===== config.mk =====
export PLATFORM = sky130hd
export DESIGN_NAME = text_attribute_to_ansi_sgr_top
export DESIGN_NICKNAME = d
export VERILOG_FILES = /design/src/rtl/attr_sgr_pkg.sv /design/src/rtl/text_attribute_to_ansi_sgr_top.sv /design/src/rtl/attr_sgr_front.sv /design/src/rtl/attr_sgr_fifo.sv /design/src/rtl/attr_sgr_back.sv
export SDC_FILE = /design/constraint.sdc
export NUM_CORES = 1
export LEC_CHECK = 0
export ABC_AREA = 1
export BUFFER_PORTS_ARGS = -buffer_cell sky130_fd_sc_hd__buf_4
export CORE_MARGIN = 2
export CORE_UTILIZATION = 25
export DETAILED_ROUTE_END_ITERATION = 7
export GPL_TIMING_DRIVEN = 0
export SYNTH_ARGS = -nofsm -noshare
export SYNTH_HDL_FRONTEND = slang
export SYNTH_SLANG_ARGS = --single-unit

===== constraint.sdc =====
create_clock -name clk -period 2.86 [get_ports clk]
set_clock_uncertainty 0.15 [all_clocks]
set_input_delay 0.143 -clock clk [delete_from_list [all_inputs] [get_ports clk]]
set_output_delay 0.143 -clock clk [all_outputs]
set_load 0.03 [all_outputs]

===== src/rtl/attr_sgr_pkg.sv =====
// Shared types, constants and character functions of the attribute-to-SGR converter.
`default_nettype none

package attr_sgr_pkg;

  // Default depth of the command queue between classifier and sequencer.
  localparam int FIFO_DEPTH_DEF = 2;

  // ASCII characters that appear in an SGR sequence.
  localparam logic [7:0] CHAR_ESC   = 8'h1b;
  localparam logic [7:0] CHAR_LBRK  = 8'h5b;
  localparam logic [7:0] CHAR_SEMI  = 8'h3b;
  localparam logic [7:0] CHAR_ZERO  = 8'h30;
  localparam logic [7:0] CHAR_ONE   = 8'h31;
  localparam logic [7:0] CHAR_THREE = 8'h33;
  localparam logic [7:0] CHAR_FOUR  = 8'h34;
  localparam logic [7:0] CHAR_FIVE  = 8'h35;
  localparam logic [7:0] CHAR_M     = 8'h6d;

  // Attribute field positions and the terminal default colors.
  localparam int ATTR_BLINK_BIT = 7;
  localparam logic [3:0] FORE_DEFAULT = 4'h7;
  localparam logic [2:0] BACK_DEFAULT = 3'h0;

  // Fixed order of the positions in a sequence.
  localparam int SLOT_ESC    = 0;
  localparam int SLOT_LBRK   = 1;
  localparam int SLOT_RESET  = 2;
  localparam int SLOT_SEP_R  = 3;
  localparam int SLOT_INTENS = 4;
  localparam int SLOT_SEP_I  = 5;
  localparam int SLOT_FG_CMD = 6;
  localparam int SLOT_FG_DIG = 7;
  localparam int SLOT_SEP_F  = 8;
  localparam int SLOT_BG_CMD = 9;
  localparam int SLOT_BG_DIG = 10;
  localparam int SLOT_SEP_B  = 11;
  localparam int SLOT_BLINK  = 12;
  localparam int SLOT_END    = 13;
  localparam int NUM_SLOTS   = 14;

  // PC color order (bit 0 blue) to ANSI color order (bit 0 red).
  localparam logic [2:0] ANSI_ORDER [8] = '{3'd0, 3'd4, 3'd2, 3'd6, 3'd1, 3'd5, 3'd3, 3'd7};

  typedef struct packed {
    logic [7:0] new_attr;
    logic [7:0] old_attr;
    logic       old_valid;
  } sgr_in_t;

  typedef struct packed {
    logic [7:0] out_char;
    logic       last_char;
  } sgr_out_t;

  // One classified request: which positions are present and their variable characters.
  typedef struct packed {
    logic [NUM_SLOTS-1:0] mask;
    logic [7:0]           int_char;
    logic [7:0]           fg_char;
    logic [7:0]           bg_char;
  } sgr_cmd_t;

  // ASCII digit of a PC color in ANSI numbering.
  function automatic logic [7:0] color_char(input logic [2:0] pc_color);
    return CHAR_ZERO + {5'b0, ANSI_ORDER[pc_color]};
  endfunction

  // Character sent at a given position of a request.
  function automatic logic [7:0] slot_char(input int slot, input sgr_cmd_t cmd);
    logic [7:0] ch;
    unique case (slot)
      SLOT_ESC:    ch = CHAR_ESC;
      SLOT_LBRK:   ch = CHAR_LBRK;
      SLOT_RESET:  ch = CHAR_ZERO;
      SLOT_SEP_R:  ch = CHAR_SEMI;
      SLOT_INTENS: ch = cmd.int_char;
      SLOT_SEP_I:  ch = CHAR_SEMI;
      SLOT_FG_CMD: ch = CHAR_THREE;
      SLOT_FG_DIG: ch = cmd.fg_char;
      SLOT_SEP_F:  ch = CHAR_SEMI;
      SLOT_BG_CMD: ch = CHAR_FOUR;
      SLOT_BG_DIG: ch = cmd.bg_char;
      SLOT_SEP_B:  ch = CHAR_SEMI;
      SLOT_BLINK:  ch = CHAR_FIVE;
      SLOT_END:    ch = CHAR_M;
      default:     ch = 8'h00;
    endcase
    return ch;
  endfunction

endpackage

`default_nettype wire


===== src/rtl/text_attribute_to_ansi_sgr_top.sv =====
// Top level of the PC text attribute to ANSI SGR sequence converter.
//
// Input channel (in_valid, in_stall, in_data) takes a new attribute, the old
// attribute and a flag that says whether the old one exists. Output channel
// (out_valid, out_stall, out_data) returns the SGR sequence one character per
// request, with last_char set on the closing 'm'. Equal attributes with a known
// predecessor are taken and produce no characters.
// With the sequencer idle, an item taken is first written into the request
// queue, and its ESC is then loaded into the output register.
// Throughput: the sequencer sends one character per cycle while the receiver
// does not stall; a sequence has 4 to 12 characters. The classifier takes a new
// item every cycle while the request queue (FIFO_DEPTH entries) has room, so
// items are taken while an earlier sequence is still being sent.
// Reset (rst_n low, synchronous) empties the queue and the output register.
// When the receiver stalls, the current character holds, the sequencer waits,
// and once the queue fills in_stall rises.
`default_nettype none

module text_attribute_to_ansi_sgr_top #(
  parameter int FIFO_DEPTH = attr_sgr_pkg::FIFO_DEPTH_DEF
) (
  input  wire logic                  clk,
  input  wire logic                  rst_n,
  input  wire logic                  in_valid,
  output logic                       in_stall,
  input  wire attr_sgr_pkg::sgr_in_t in_data,
  output logic                       out_valid,
  input  wire logic                  out_stall,
  output attr_sgr_pkg::sgr_out_t     out_data
);
  import attr_sgr_pkg::*;

  logic     q_push, q_pop, q_full, q_empty;
  sgr_cmd_t q_push_cmd, q_pop_cmd;

  // Classifier.
  attr_sgr_front u_front (
    .in_valid (in_valid),
    .in_data  (in_data),
    .in_stall (in_stall),
    .q_full   (q_full),
    .q_push   (q_push),
    .q_cmd    (q_push_cmd)
  );

  // Request queue.
  attr_sgr_fifo #(
    .DEPTH (FIFO_DEPTH)
  ) u_fifo (
    .clk      (clk),
    .rst_n    (rst_n),
    .push     (q_push),
    .push_cmd (q_push_cmd),
    .full     (q_full),
    .pop      (q_pop),
    .pop_cmd  (q_pop_cmd),
    .empty    (q_empty)
  );

  // Character sequencer.
  attr_sgr_back u_back (
    .clk       (clk),
    .rst_n     (rst_n),
    .q_empty   (q_empty),
    .q_cmd     (q_pop_cmd),
    .q_pop     (q_pop),
    .out_valid (out_valid),
    .out_stall (out_stall),
    .out_data  (out_data)
  );

endmodule

`default_nettype wire


===== src/rtl/attr_sgr_front.sv =====
// Front end: accepts attribute pairs and classifies them into sequence requests.
`default_nettype none

module attr_sgr_front (
  input  wire logic                  in_valid,
  input  wire attr_sgr_pkg::sgr_in_t in_data,
  output logic                       in_stall,
  input  wire logic                  q_full,
  output logic                       q_push,
  output attr_sgr_pkg::sgr_cmd_t     q_cmd
);
  import attr_sgr_pkg::*;

  logic       blink;
  logic [3:0] fore;
  logic [2:0] back;
  logic       same;
  logic       oblink;
  logic       rst_seq;
  logic [3:0] ofore2;
  logic [2:0] oback2;
  logic       onone2;
  logic       fdiff;
  logic       idiff;
  logic       dark;
  logic [3:0] ofore3;
  logic [2:0] oback3;
  logic       onone3;
  logic       fg_emit;
  logic       bdiff;

  // The queue must have room before an item is taken.
  assign in_stall = q_full;

  // Equal attributes with a known predecessor produce no request.
  assign same   = in_data.old_valid && (in_data.new_attr == in_data.old_attr);
  assign q_push = in_valid && !q_full && !same;

  assign blink = in_data.new_attr[ATTR_BLINK_BIT];
  assign fore  = in_data.new_attr[3:0];
  assign back  = in_data.new_attr[6:4];

  // Without a predecessor the old blink counts as set and the old colors as unknown.
  assign oblink  = in_data.old_valid ? in_data.old_attr[ATTR_BLINK_BIT] : 1'b1;
  assign rst_seq = oblink && !blink;

  // A reset code returns the terminal to its default colors.
  assign ofore2 = rst_seq ? FORE_DEFAULT : in_data.old_attr[3:0];
  assign oback2 = rst_seq ? BACK_DEFAULT : in_data.old_attr[6:4];
  assign onone2 = !in_data.old_valid && !rst_seq;

  // Intensity change; going dark also resets the colors.
  assign fdiff  = onone2 || (fore != ofore2);
  assign idiff  = fdiff && (onone2 || (fore[3] != ofore2[3]));
  assign dark   = idiff && !fore[3];
  assign ofore3 = dark ? FORE_DEFAULT : ofore2;
  assign oback3 = dark ? BACK_DEFAULT : oback2;
  assign onone3 = onone2 && !dark;

  assign fg_emit = fdiff && (onone3 || (fore != ofore3));
  assign bdiff   = onone3 || (back != oback3);

  // Assemble the request.
  always_comb begin
    q_cmd.mask              = '0;
    q_cmd.mask[SLOT_ESC]    = 1'b1;
    q_cmd.mask[SLOT_LBRK]   = 1'b1;
    q_cmd.mask[SLOT_RESET]  = rst_seq;
    q_cmd.mask[SLOT_SEP_R]  = rst_seq && ((fore != FORE_DEFAULT) || (back != BACK_DEFAULT));
    q_cmd.mask[SLOT_INTENS] = idiff;
    q_cmd.mask[SLOT_SEP_I]  = idiff &&
                              (onone3 || (fore != ofore3) || (back != oback3) || blink);
    q_cmd.mask[SLOT_FG_CMD] = fg_emit;
    q_cmd.mask[SLOT_FG_DIG] = fg_emit;
    q_cmd.mask[SLOT_SEP_F]  = fg_emit && (bdiff || blink);
    q_cmd.mask[SLOT_BG_CMD] = bdiff;
    q_cmd.mask[SLOT_BG_DIG] = bdiff;
    q_cmd.mask[SLOT_SEP_B]  = bdiff && blink;
    q_cmd.mask[SLOT_BLINK]  = blink;
    q_cmd.mask[SLOT_END]    = 1'b1;
    q_cmd.int_char          = fore[3] ? CHAR_ONE : CHAR_ZERO;
    q_cmd.fg_char           = color_char(fore[2:0]);
    q_cmd.bg_char           = color_char(back);
  end

endmodule

`default_nettype wire


===== src/rtl/attr_sgr_fifo.sv =====
// Request queue between the classifier and the character sequencer.
`default_nettype none

module attr_sgr_fifo #(
  parameter int DEPTH = attr_sgr_pkg::FIFO_DEPTH_DEF
) (
  input  wire logic                   clk,
  input  wire logic                   rst_n,
  input  wire logic                   push,
  input  wire attr_sgr_pkg::sgr_cmd_t push_cmd,
  output logic                        full,
  input  wire logic                   pop,
  output attr_sgr_pkg::sgr_cmd_t      pop_cmd,
  output logic                        empty
);
  import attr_sgr_pkg::*;

  localparam int AW = (DEPTH > 1) ? $clog2(DEPTH) : 1;
  localparam int CW = $clog2(DEPTH + 1);
  localparam logic [AW-1:0] LAST_IDX = AW'(DEPTH - 1);
  localparam logic [CW-1:0] FULL_CNT = CW'(DEPTH);

  sgr_cmd_t      mem_r [DEPTH];
  logic [AW-1:0] wr_ptr_r, wr_ptr_nxt;
  logic [AW-1:0] rd_ptr_r, rd_ptr_nxt;
  logic [CW-1:0] count_r, count_nxt;
  logic          do_push, do_pop;

  assign full    = (count_r == FULL_CNT);
  assign empty   = (count_r == '0);
  assign do_push = push && !full;
  assign do_pop  = pop && !empty;
  assign pop_cmd = mem_r[rd_ptr_r];

  // Pointer and fill count updates.
  always_comb begin
    wr_ptr_nxt = wr_ptr_r;
    rd_ptr_nxt = rd_ptr_r;
    count_nxt  = count_r;
    if (do_push) begin
      wr_ptr_nxt = (wr_ptr_r == LAST_IDX) ? '0 : wr_ptr_r + 1'b1;
    end
    if (do_pop) begin
      rd_ptr_nxt = (rd_ptr_r == LAST_IDX) ? '0 : rd_ptr_r + 1'b1;
    end
    if (do_push && !do_pop) begin
      count_nxt = count_r + 1'b1;
    end else if (do_pop && !do_push) begin
      count_nxt = count_r - 1'b1;
    end
  end

  always_ff @(posedge clk) begin
    if (!rst_n) begin
      wr_ptr_r <= '0;
      rd_ptr_r <= '0;
      count_r  <= '0;
    end else begin
      wr_ptr_r <= wr_ptr_nxt;
      rd_ptr_r <= rd_ptr_nxt;
      count_r  <= count_nxt;
    end
  end

  // Storage is payload only.
  always_ff @(posedge clk) begin
    if (do_push) begin
      mem_r[wr_ptr_r] <= push_cmd;
    end
  end

endmodule

`default_nettype wire


===== src/rtl/attr_sgr_back.sv =====
// Back end: walks each request's positions and sends one character per cycle while the output is not stalled.
`default_nettype none

module attr_sgr_back (
  input  wire logic                   clk,
  input  wire logic                   rst_n,
  input  wire logic                   q_empty,
  input  wire attr_sgr_pkg::sgr_cmd_t q_cmd,
  output logic                        q_pop,
  output logic                        out_valid,
  input  wire logic                   out_stall,
  output attr_sgr_pkg::sgr_out_t      out_data
);
  import attr_sgr_pkg::*;

  logic [NUM_SLOTS-1:0] mask_r, mask_nxt;
  sgr_cmd_t             cmd_r, cmd_nxt;
  logic                 out_valid_r, out_valid_nxt;
  sgr_out_t             out_data_r, out_data_nxt;
  logic                 advance;
  logic                 have;
  sgr_cmd_t             src_cmd;
  logic [NUM_SLOTS-1:0] src_mask;
  logic [NUM_SLOTS-1:0] pick;
  logic [7:0]           pick_char;

  assign out_valid = out_valid_r;
  assign out_data  = out_data_r;

  // The output register moves when it is empty or being taken.
  assign advance = !out_valid_r || !out_stall;
  assign have    = |mask_r;

  // Work from the current request, or from the queue head once it is done.
  always_comb begin
    src_cmd  = have ? cmd_r : q_cmd;
    src_mask = have ? mask_r : q_cmd.mask;
    pick     = src_mask & (~src_mask + 1'b1);
    pick_char = '0;
    for (int i = 0; i < NUM_SLOTS; i++) begin
      if (pick[i]) begin
        pick_char = pick_char | slot_char(i, src_cmd);
      end
    end
  end

  // Sequencing of characters.
  always_comb begin
    q_pop         = 1'b0;
    mask_nxt      = mask_r;
    cmd_nxt       = cmd_r;
    out_valid_nxt = out_valid_r;
    out_data_nxt  = out_data_r;
    if (advance) begin
      if (have || !q_empty) begin
        q_pop                  = !have;
        cmd_nxt                = src_cmd;
        mask_nxt               = src_mask & ~pick;
        out_valid_nxt          = 1'b1;
        out_data_nxt.out_char  = pick_char;
        out_data_nxt.last_char = pick[SLOT_END];
      end else begin
        out_valid_nxt = 1'b0;
      end
    end
  end

  always_ff @(posedge clk) begin
    if (!rst_n) begin
      mask_r      <= '0;
      out_valid_r <= 1'b0;
    end else begin
      mask_r      <= mask_nxt;
      out_valid_r <= out_valid_nxt;
    end
  end

  always_ff @(posedge clk) begin
    cmd_r      <= cmd_nxt;
    out_data_r <= out_data_nxt;
  end

endmodule

`default_nettype wire


# --- Word-level counts from Yosys, hierarchy flattened ---
# Memory sizes are Yosys's and may differ from the RTL's. A register that Yosys moved wholly into a read port is not among the register bits.
# Cells that the tools add are included.
op_classes:
  n_addsub: 7
  magnitude_cmp: 2
  eq_ne: 7
  mux: 50
  bitwise_logic: 19
  reduce_logical: 45
op_table:
  columns: ["operator", "n"]
  rows:
  - ["8-bit two-way mux", 26]
  - ["8-bit OR", 13]
  - ["14-bit bitwise AND", 2]
  - ["14-bit inverter", 2]
  - ["24-bit two-way mux", 1]
  - ["3-bit two-way mux", 6]
  - ["1-bit logical AND", 17]
  - ["14-bit by 1-bit adder with 14-bit output (second input constant)", 1]
  - ["6-bit by 3-bit adder with 7-bit output (first input constant)", 2]
  - ["14-bit two-way mux", 1]
  - ["14-bit OR reduction", 1]
  - ["1-bit zero test", 13]
  - ["1-bit two-way mux", 11]
  - ["1-bit logical OR", 10]
  - ["8-bit equality test", 1]
  - ["4-bit greater-or-equal comparator (second input constant)", 2]
  - ["4-bit two-way mux", 2]
  - ["4-bit != test", 2]
  - ["3-bit inverter with 4-bit output", 2]
  - ["5-bit two-way mux", 1]
  - ["2-bit two-way mux", 2]
  - ["4-bit by 3-bit != test with 1-bit output (second input constant)", 1]
  - ["3-bit != test", 1]
  - ["3-bit nonzero test", 1]
  - ["8 further kinds", 9]
totals:
  ff_bits: 52
  mem_bits_rw: 52
  romBits: 48
  inputBits: 21
  output_inout_bits: 11
  elab_cells: 143
  n_memories: 3
mem_list:
  columns: ["memory", "words", "width", "rd", "rd_ports_with_merged_regs", "wr", "line_no", "source"]
  rows:
  - ["u_fifo.mem_r", 2, 26, 1, 1, 1, "attr_sgr_fifo.sv:23", "sgr_cmd_t mem_r [DEPTH];"]
  - ["(no name shown)", 8, 3, 1, 0, 0, "attr_sgr_pkg.sv:66", "return CHAR_ZERO + {5'b0, ANSI_ORDER[pc_color]};"]
  - ["(no name shown)", 8, 3, 1, 0, 0, "attr_sgr_pkg.sv:66", null]

# --- Depth between registers and ports, before layout ---
depth:
  ltp_word: 32
  mapped_depth: 14
  depth_no_buf: 14

# --- Cells and area by module ---
# From an unflattened synthesis, not the netlist that was laid out.
unflattened:
  cells_unflattened: 621
  hier_area_um2: 6593.8
modules_own_cells:
  columns: ["module", "n_inst", "cells_each", "area_per_inst_um2", "seq_area_each_um2"]
  rows:
  - ["attr_sgr_fifo", 1, 156, 3069.2, 2382.3]
  - ["attr_sgr_back", 1, 355, 2869.0, 1271.2]
  - ["attr_sgr_front", 1, 110, 655.6, 0.0]

# --- Worst setup path before layout ---
# No wires, ideal clock.
synth_timing:
  kind: "register to register"
  from: "register u_back.mask_r[1]"
  to: "register u_fifo.count_r[1]"
  setup_time_ns: 0.122
  arrival_time_ns: 1.797
  t_required_ns: 2.588
  setup_slack_ns: 0.791
  path_stages_with_launch: 13
  n_path_buf: 1
  period_less_slack_ns: 2.069
  path_cell_list: "dfxtp_1 -> nor2_4 -> nand2_4 -> nor2_8 -> nand2_8 -> clkinv_4 -> buf_6 -> o211ai_2 -> ha_1 -> a21oi_1 -> o21ai_0 -> o21ai_0 -> a21oi_1"
synth_between:
  elab_chain_len: 8
  word_cells_on_any_way: 11
  cone_classes: "mux: 3; reduce/logical: 8"
synth_lines:
  columns: ["item", "line_no", "source"]
  rows:
  - ["start, declared", "attr_sgr_back.sv:16", "logic [NUM_SLOTS-1:0] mask_r, mask_nxt;"]
  - ["start signal, assigned", "attr_sgr_back.sv:73", "mask_r <= mask_nxt;"]
  - ["14-bit OR reduction *", "attr_sgr_back.sv:32", "assign have = |mask_r;"]
  - ["1-bit zero test or 1-bit logical OR (tied branches)", "attr_sgr_back.sv:56, attr_sgr_back.sv:55", null]
  - ["1-bit two-way mux *", "attr_sgr_back.sv:55", "if (have || !q_empty) begin"]
  - ["1-bit two-way mux *", "attr_sgr_back.sv:54", "if (advance) begin"]
  - ["1-bit logical AND *", "attr_sgr_fifo.sv:32", "assign do_pop = pop && !empty;"]
  - ["1-bit zero test", "attr_sgr_fifo.sv:46", "if (do_push && !do_pop) begin"]
  - ["1-bit logical AND", "attr_sgr_fifo.sv:46", null]
  - ["2-bit two-way mux or 2-bit nonzero test (tied branches)", null, null]
  - ["end signal, assigned", "attr_sgr_fifo.sv:61", "count_r <= count_nxt;"]
  - ["end, declared", "attr_sgr_fifo.sv:26", "logic [CW-1:0] count_r, count_nxt;"]
# Every way passes the cells marked *; elsewhere a longest branch is shown, timed or not.
# A chain may end at the register's enable or synchronous reset.

# --- Final worst setup path ---
layout_timing:
  from: "register u_back.mask_r[9]"
  to: "register u_back.cmd_r[8] in the netlist's numbering, enable pin"
layout_between:
  elab_chain_len: 3
layout_lines:
  columns: ["item", "line_no", "source"]
  rows:
  - ["14-bit OR reduction", "attr_sgr_back.sv:32", null]
  - ["1-bit logical OR", "attr_sgr_back.sv:55", null]
  - ["2-bit AND reduction (no line)", null, null]
  - ["end signal, assigned", "attr_sgr_back.sv:79", "cmd_r <= cmd_nxt;"]
  - ["end, declared", "attr_sgr_back.sv:17", "sgr_cmd_t cmd_r, cmd_nxt;"]
# Every way passes these cells.

==> flow_summary.toml <==
[pwr]
p_int_mw = 3.76
power_frac_comb_pct = 51.0
p_per_area_nw_per_um2 = 1320
netSwitchingPower_mw = 2.95
power_frac_clock_pct = 18.5
swShare_pct = 43.9
p_leak_nw = 2.10
finalPower_mw = 6.71
seqPwrFrac_pct = 30.5
peakVddDrop_uv = 630

[sta]
setup_slack_ps = 418
setup_viol = 0
slew_headroom_pct = 40.6
rsz0062_at_grt = "no"
maxSlewViolCount = 0
whs_ps = 62.9
hold_viol_final = 0
tns_ps = 0
fin_crit_sh_pct = 85.4
tightest_slew_ps = 891
clock.fmax_ghz = 0.409
fin_crit_ps = 2440

[worst_setup_path]
rrSetupSlack_ps = 420
cp_slowest_cell = "buf_2"
path_class = "register to register"
worstPathArrival_ps = 2260
cp-end-kind = "register"
worstReg2RegStart = "u_back.mask_r[9]"
reg2regPathDepth = 9
max_stage_delay_ps = 710
cp.required_ps = 2680
crit_chain = "nor2_1 -> nand2_1 -> nor2_8 -> nand2_8 -> clkinv_4 -> nand3_2 -> nand2_4 -> inv_2 -> buf_2"
critPathMaxFanout = 42
rr_endpoint = "u_back.cmd_r[8]"
start_kind = "register"

[placed_design]
dp_hpwl_mm = 6.67
gp_congestion = 0.950
placed_cell_area_um2 = 4690
post-place-cells = 702
place_ws_ps = 136
io_buffers = 31

[die]
die_h_um = 133
io_pins = 32
initial_core_util_pct = 25.4
dieArea_um2 = 17800
row_count = 47
die_x_um = 133
coreArea_um2 = 16500

[grt]
grt_use_met1_pct = 13.7
use_met3_pct = 2.82
antenna_found_initial = 0
grt.busiest_layer = "met2"
grtUsageTotal_pct = 10.9
overflow = 0
grt_pass1_wl_mm = 15.4
grt_pass1_vias = 3176
use_met2_pct = 18.0
grt_max_degree = 43

[clocking]
post_cts_buffers = 0
cts_max_path_buffers = 2
cts_tree = "yes"
cts_inserted_buffers = 9
cts_root_buffer = "clkbuf_16"
clock-sinks = 84
cts_max_level = 3
postCtsResizedCells = 0
clock_latency_ps = 340
path_clk_slew_ps = 60

[logic_synthesis]
synth_common_cells = "nand2_1, edfxtp_1, inv_1"
yosys-top-cells-area = "edfxtp_1, dfxtp_1, nand2_1"
synth_top_cell_by_area = "edfxtp_1"
synth_cell_types = 47
ys_seq_area_share_pct = 55.8
synth_fp_nets = 473
synth_edf_count = 65
synth_most_common_cell = "nand2_1"
synth_flop_cell = "edfxtp_1"
synth_top_area_share_pct = 46.7
ys.warnings.count = 0
ys_seq_elements = 84
synth.avg_cell_area_um2 = 9.27
synthArstFlopShare_pct = 0
synth_area_um2 = 4180
syn_inst = 451

[route]
dr.pass1.iters = 4
antenna_left = 0
route.detailed.drc = 0
drt-initial-drc-count = 219
viasPerCell = 4.34
vias = 3157
drt-total-wl_mm = 9.06
drt-wirelength-per-cell_um = 12.5

[final_layout]
drive_gt1_share_pct = 19.5
fillers = 1724
diodes = 0
fin_cells = 727
finalInstanceArea_um2 = 5100
syn_to_final_growth_pct = 22.0
finish.utilization_pct = 31.0
fin_nets = 524

[outcome]
outcome = "finished, final reports clean"

[min_path]
min_from = "out_stall"
hp-class = "input pin to register"
hold_path_end = "u_back.out_valid"
holdPathStages = 3

[run]
maxCapViolations = 0
[cells in the final DEF, fill, tap and decap left out, drive strengths merged, types with 11 or more instances in the layout]
| cell | n |
|---|---|
| nand2 | 104 |
| inv | 70 |
| edfxtp | 65 |
| nor2 | 63 |
| buf | 40 |
| a21oi | 28 |
| o21ai | 25 |
| nand3 | 24 |
| dfxtp | 19 |
| clkbuf | 11 |
[flip-flops by register name, indices dropped and copies added, names as in the netlist, named ones only]
name              flops
u_fifo.mem_r         32
u_fifo.wr_ptr_r       1
u_back.mask_r        13
u_back.out_data       9
u_back.cmd_r         24
u_back.out_valid      1
u_fifo.count_r        2
u_fifo.rd_ptr_r       1
[critical path, delay by kind of cell, from the launching register on]
kind,cells,cell delay (ps)
buf+inv,3,930
simple gates,6,580
flops,1,380
[kinds of logic (layout without fill, tap and decap cells)]
logic type / count (synthesis) / count (layout) / share of synthesized area (%)
compound gates: 76 / 76 / 11.2
buf+inv: 80 / 136 / 8.02
fa+ha+maj: 1 / 1 / 0.299
flops: 84 / 84 / 55.8
xor+xnor: 1 / 1 / 0.210
mux: 1 / 1 / 0.239
simple gates: 208 / 208 / 24.3
[cell type report]
class / count / area (um2) / area share, %
clock inverters: 6 / 87.6 / 1.72
clock buffers: 10 / 229 / 4.49
inverters: 70 / 268 / 5.25
plain buffers: 10 / 67.6 / 1.32
flip-flops and latches: 84 / 2330 / 45.7
repair buffers: 40 / 323 / 6.33
well taps: 220 / 275 / 5.40
multi-input cells: 287 / 1520 / 29.8
[repair_timing]
| action | in CTS | in global routing |
|---|---|---|
| hold buffers | 9 | 0 |
| setup endpoints to repair | 0 | 0 |
| endpoints found under the hold margin | 19 | 0 |
[routing by layer]
layer	routed length, um	up-vias
met4	153	0
met3	369	12
met5	0	-
met1	4280	1479
met2	4250	66
li1	-	1600
[worst max path at each step]
| stage | slack, ps | startpoint | cells past startpoint | to |
|---|---|---|---|---|
| floorplan | 790 | u_back.mask_r[1] | 12 | u_fifo.count_r[1] |
| CTS | 140 | in_data[12] | 9 | u_fifo.mem_r[1][17] |
| global placement | 190 | in_data[16] | 8 | u_fifo.mem_r[1][8] |
| detailed placement | 140 | in_data[16] | 8 | u_fifo.mem_r[1][1] |
| finish | 420 | u_back.mask_r[9] | 9 | u_back.cmd_r[8] |
| global route | 230 | in_data[12] | 14 | u_fifo.count_r[1] |
[power by group through the flow]
stage	sequential, mW	clock [mW]	combinational, mW
final	2.05	1.24	3.42
after global routing	2.09	1.33	3.83
after CTS	2.05	1.27	3.43
after detailed placement	2.08	0	3.40
after global placement	2.06	0	3.35
after floorplan	2.17	0	2.47
No activity file was read; power rests on OpenSTA's default activity.
